### config.mk
export PLATFORM = sky130hd
export DESIGN_NAME = slnt_cell
export DESIGN_NICKNAME = d
export VERILOG_FILES = /design/src/rtl/slnt_pkg.sv /design/src/rtl/slnt_cell.sv
export SDC_FILE = /design/constraint.sdc
export NUM_CORES = 1
export LEC_CHECK = 0
export ABC_AREA = 1
export BUFFER_PORTS_ARGS = -buffer_cell sky130_fd_sc_hd__buf_2
export CORE_AREA = 2 2 114 116
export DETAILED_ROUTE_END_ITERATION = 8
export DIE_AREA = 0 0 116 118
export PLACE_DENSITY = 0.76
export SLEW_MARGIN = 20
export SYNTH_ARGS = -nofsm -noshare
export SYNTH_HDL_FRONTEND = slang
export SYNTH_SLANG_ARGS = --single-unit
### constraint.sdc
create_clock -name clk -period 1.5 [get_ports clk]
set_input_delay 0.15 -clock clk [delete_from_list [all_inputs] [get_ports clk]]
set_output_delay 0.15 -clock clk [all_outputs]
set_load 0.01 [all_outputs]
### src/rtl/slnt_pkg.sv
// shared types, constants and codes for the sorted line number table
package slnt_pkg;

    localparam int TABLE_DEPTH = 512;
    localparam int BODY_WIDTH  = 32;

    localparam int KEY_W    = 31;
    localparam int IDX_W    = (TABLE_DEPTH > 2) ? $clog2(TABLE_DEPTH) : 1;
    localparam int CNT_W    = $clog2(TABLE_DEPTH + 1);
    localparam int RDX_W    = (IDX_W > 9) ? IDX_W : 9;

    // gather tree: cells are reduced in groups, then the groups are reduced
    localparam int GROUP_SIZE  = 32;
    localparam int GROUP_COUNT = (TABLE_DEPTH + GROUP_SIZE - 1) / GROUP_SIZE;
    localparam int PAD_DEPTH   = GROUP_COUNT * GROUP_SIZE;
    localparam int GRP_W       = (GROUP_COUNT > 1) ? $clog2(GROUP_COUNT) : 1;

    typedef logic [KEY_W-1:0]      key_t;
    typedef logic [BODY_WIDTH-1:0] body_t;

    typedef enum logic [2:0] {
        MODE_STORE  = 3'd0,
        MODE_DELETE = 3'd1,
        MODE_FIND   = 3'd2,
        MODE_READ   = 3'd3,
        MODE_CLEAR  = 3'd4
    } mode_t;

    typedef enum logic [1:0] {
        ST_OK      = 2'd0,
        ST_FULL    = 2'd1,
        ST_MISSING = 2'd2,
        ST_RANGE   = 2'd3
    } status_t;

    typedef enum logic [2:0] {
        CELL_HOLD,
        CELL_CMP,
        CELL_INS,
        CELL_OVW,
        CELL_DEL
    } cell_op_t;

    // broadcast from the sequencer to every cell
    typedef struct packed {
        cell_op_t           op;
        key_t               key;
        body_t              body;
        logic [IDX_W-1:0]   pos;
        logic [RDX_W-1:0]   rd_index;
        logic [CNT_W-1:0]   count;
    } cell_cmd_t;

    // one selected entry out of the gather tree
    typedef struct packed {
        logic             any;
        logic [IDX_W-1:0] idx;
        key_t             key;
        body_t            body;
    } pick_t;

endpackage

### src/rtl/slnt_cell.sv
// one table slot: holds an entry, compares it and shifts with its neighbors
module slnt_cell
    import slnt_pkg::*;
(
    input  logic             clk,
    input  logic             rst_n,
    input  logic [IDX_W-1:0] cell_index,
    input  cell_cmd_t        cmd,
    input  key_t             prev_key,
    input  body_t            prev_body,
    input  key_t             next_key,
    input  body_t            next_body,
    output key_t             key,
    output body_t            body,
    output logic             ge,
    output logic             rd
);

    key_t  key_reg;
    key_t  key_next;
    body_t body_reg;
    body_t body_next;
    logic  ge_reg;
    logic  ge_next;
    logic  rd_reg;
    logic  rd_next;
    logic  slot_valid;

    assign slot_valid = CNT_W'(cell_index) < cmd.count;

    // compare flags and entry movement
    always_comb
    begin
        key_next  = key_reg;
        body_next = body_reg;
        ge_next   = ge_reg;
        rd_next   = rd_reg;
        case (cmd.op)
            CELL_CMP:
            begin
                // empty slots count as greater so the first one marks the end
                ge_next = !slot_valid || (key_reg >= cmd.key);
                rd_next = slot_valid && (RDX_W'(cell_index) == cmd.rd_index);
            end
            CELL_INS:
            begin
                if (cell_index == cmd.pos)
                begin
                    key_next  = cmd.key;
                    body_next = cmd.body;
                end
                else if (cell_index > cmd.pos)
                begin
                    key_next  = prev_key;
                    body_next = prev_body;
                end
            end
            CELL_OVW:
            begin
                if (cell_index == cmd.pos)
                begin
                    body_next = cmd.body;
                end
            end
            CELL_DEL:
            begin
                if (cell_index >= cmd.pos)
                begin
                    key_next  = next_key;
                    body_next = next_body;
                end
            end
            default:
            begin
                key_next = key_reg;
            end
        endcase
    end

    // entry payload
    always_ff @(posedge clk)
    begin
        key_reg  <= key_next;
        body_reg <= body_next;
    end

    // compare flags
    always_ff @(posedge clk or negedge rst_n)
    begin
        if (!rst_n)
        begin
            ge_reg <= 1'b0;
            rd_reg <= 1'b0;
        end
        else
        begin
            ge_reg <= ge_next;
            rd_reg <= rd_next;
        end
    end

    assign key  = key_reg;
    assign body = body_reg;
    assign ge   = ge_reg;
    assign rd   = rd_reg;

endmodule

==> reports/results.tsv <==
stage	metric	value	unit
synth	Synth area leader	edfxtp_1	
power_and_ir_drop	Leakage	4.314	nW
synth	post-synth top area share	35.77	%
synth	Post-Synthesis Net Count	993	
layout	most common cell after layout, fill and taps aside	buf_2	
power_and_ir_drop	Switch Pwr	1.573	mW
layout	number of flip-flops in the largest register	32	
sta	measured slew at the worst slew-check pin	0.9649	ns
layout	most frequent cells in the layout	286 x buf_2, 221 x nand2_1, 133 x inv_1, 63 x edfxtp_1, 46 x o21ai_0	
drt	mean routed wirelength per cell	13.94	um
drt	drt drc	0	
floorplan	Starting Density	42.60	%
power_and_ir_drop	Net Sw Frac	28.09	%
drt	Via-to-Cell Ratio	4.757	
sta	final worst path period share	111.4	%
power_and_ir_drop	Clock Power Share	33.0	%
setup_path	WS Path Type	in2reg	
drt	Final ANT Viol Nets	0	
global_route	largest net degree at the start of global routing	49	
setup_path	CP max stage delay	0.27	ns
clock_tree	Clock Path Buffers	2	
global_route	vias in the first global route	5514	
drt	vias after detailed routing	5804	
setup_path	CP Capture Type	register	
floorplan	CORE AREA	12410	sq um
layout	FILL cells	1130	
status	outcome	finished with violations	
setup_path	capture point of the worst reg-to-reg path	ge	
sta	# setup viols final	104	
synth	post-synthesis register bit count	65	
sta	relative slew slack	35.52	%
setup_path	Reg2Reg Setup Slack	0.01	ns
setup_path	worst r2r src	key[8]	
worst_hold_path	type of the tightest min-delay check	in2reg	
clock_tree	H-tree depth	3	
layout	Nets	1321	
setup_path	Worst R2R Path Depth	11	
sta	post-route setup slack	-0.1703	ns
layout	proportion of layout cells with a drive suffix above 1	40.40	%
clock_tree	CTS buffer count	9	
floorplan	Die Y	118	um
synth	post-synthesis cell count	714	
status	violated checks	setup timing	
setup_path	WP data arrival	1.71	ns
setup_path	CP required	1.54	ns
synth	synthesized cell area	5289	sq um
drt	Initial DRC Count	264	
placement	PortBufs	295	
floorplan	die area	13690	sq um
global_route	antenna violations before repair	1	
sta	Tmin final	1.670	ns
global_route	global-route wire length before repair	25.30	mm
layout	post-layout util	65.15	%
synth	Post-Syn Area per Cell	7.407	sq um
worst_hold_path	Hold EP	body[15]	
floorplan	row count	41	
synth	Yosys Warn Count	0	
drt	routed wire length	17.01	mm
clock_tree	CTS tree	done	
synth	Area contributors post-synth	edfxtp_1 36%, nand2_1 16%, ha_1 11%, inv_1 10%, o21ai_0 6.2%	
drt	iteration count of the initial detailed-routing pass	4	
power_and_ir_drop	Logic pwr share	27.5	%
floorplan	Die W	116	um
floorplan	# IOs	296	
setup_path	Worst path slowest cell	ha_4	
power_and_ir_drop	sequential share of power	39.5	%
setup_path	WP buf/inv	7	
clock_tree	CTS sink cnt	65	
run	max cap viols	0	
clock_tree	clk_lat worst skew	0.32	ns
synth	register area share after synthesis	36.72	%
sta	Final Hold Fails	0	
sta	RSZ-0062 raised after global routing	true	
setup_path	Startpoint Class	primary input	
sta	Final Slew Violations	0	
layout	P&R area growth vs syn	52.92	%
setup_path	most frequent cell on the critical path	buf_6	
setup_path	Crit Path Max Fanout	6	
worst_hold_path	worst hold start	next_body[15]	
sta	Layout Skew	0.004481	ns
synth	unique cell type count in the Yosys netlist	27	
setup_path	Crit path max-delay family	buffers and inverters	
sta	f_max	598.7	MHz
worst_hold_path	hold path cells	3	
power_and_ir_drop	PwrDens	692.1	nW/um^2
power_and_ir_drop	VDD IR max	0.0005262	V
setup_path	worst path cell trace	buf_8 -> inv_4 -> ha_4 -> nand2_4 -> nor3_2 -> nand4_1 -> buf_6 -> a21oi_4 -> nand2_2 -> clkinvlp_4 -> buf_6 -> buf_12 -> buf_16	
placement	Final HPWL DP	12.88	mm
clock_tree	Worst-path clk slew	0.06	ns
global_route	total track usage	23.51	%
global_route	total gr overflow	0	
clock_tree	root buf cell	clkbuf_16	
placement	post-place setup slack	-0.4625	ns
power_and_ir_drop	internal power	4.025	mW
placement	Final Wtd Congestion	0.8736	
==> repair_timing <==
action                     4_1_cts  5_1_grt
hold endpoints to repair         2        0
resized for setup               33       42
setup endpoints to repair       78      127
pin swaps                       13       13
hold buffers                     1        0
buffers inserted                15        0
cloned                           4        6
==> synthesized netlist by cell type (all sizes together) <==
master,n
a21o,1
nand3b,1
a21oi,19
or2,1
buf,17
o21ai,66
edfxtp,63
nor3,5
o211ai,32
nand2,227
nor2,27
dfrtp,2
a22o,3
inv,141
clkbuf,13
nand4,1
xnor2,1
ha,48
xor2,1
nand3,40
o2111ai,1
o21a,1
o22ai,3
==> how the worst max path moves through the flow <==
stage,from,end,slack [ns],depth (start not counted)
final,cmd[21],body[1],-0.17,13
after global routing,cmd[21],body[23],-0.24,13
after global placement,cmd[27],key[10],-0.43,11
after detailed placement,cmd[27],key[9],-0.46,11
after floorplan,cmd[27],body[0],-0.45,10
after CTS,cmd[21],body[23],-0.07,13
==> per-layer routing <==
layer / track usage [%] / share of wire, %
met5: 0 / 0
met4: 8.185 / 2.0
met3: 6.437 / 7.8
met2: 41.34 / 50
met1: 27.10 / 40
==> final cells by class <==
| class | instances | area (sq um) | share of cell area (%) |
|---|---|---|---|
| Tap cell | 172 | 215.2 | 2.661 |
| Sequential cell | 65 | 1942 | 24.01 |
| Antenna cell | 1 | 2.502 | 0.03094 |
| Timing Repair Buffer | 347 | 2205 | 27.26 |
| Inverter | 141 | 554.3 | 6.853 |
| Clock buffer | 12 | 236.5 | 2.924 |
| Multi-Input combinational cell | 478 | 2913 | 36.01 |
| Clock inverter | 4 | 20.02 | 0.2475 |
==> metrics by stage <==
| step | setup TNS [ns] | instances | total power, mW | area [sq um] | hold slack [ns] |
|---|---|---|---|---|---|
| after floorplan | -29.72 | 714 | 2.927 | 5429 | -0.1456 |
| after global placement | -45.08 | 1182 | 3.601 | 7259 | -0.05337 |
| after detailed placement | -48.23 | 1182 | 3.622 | 7259 | -0.05175 |
| after CTS | -2.212 | 1214 | 5.591 | 7856 | 0.09615 |
| after global routing | -18.58 | 1219 | 5.908 | 8085 | 0.1133 |
| final | -10.71 | 1220 | 5.598 | 8088 | 0.1089 |
==> worst min-delay path: cells and delay by family <==
kind / cells / cell delay, ns
buffers and inverters: 1 / 0.08
and+or+nand+nor: 2 / 0.09
==> cells by family (layout without fill, tap and decap cells) <==
kind of cell / after synthesis / count (layout) / synth area share, %
AND/OR/NAND/NOR: 302 / 302 / 22.95
buffers and inverters: 171 / 504 / 12.87
AO/OA/AOI/OAI: 126 / 126 / 15.78
flip-flops: 65 / 65 / 36.72
adder cells (fa/ha/maj): 48 / 48 / 11.36
XOR/XNOR: 2 / 2 / 0.3313
other: 0 / 1 / 0
==> power groups by stage <==
stage	Sequential, mW	Combinational (mW)	Clock (mW)
floorplan	2.31	0.615	0
global placement	2.24	1.36	0
detailed placement	2.24	1.38	0
CTS	2.21	1.50	1.89
global route	2.22	1.72	1.96
finish	2.21	1.54	1.85
Power figures use the tool's default switching activity.
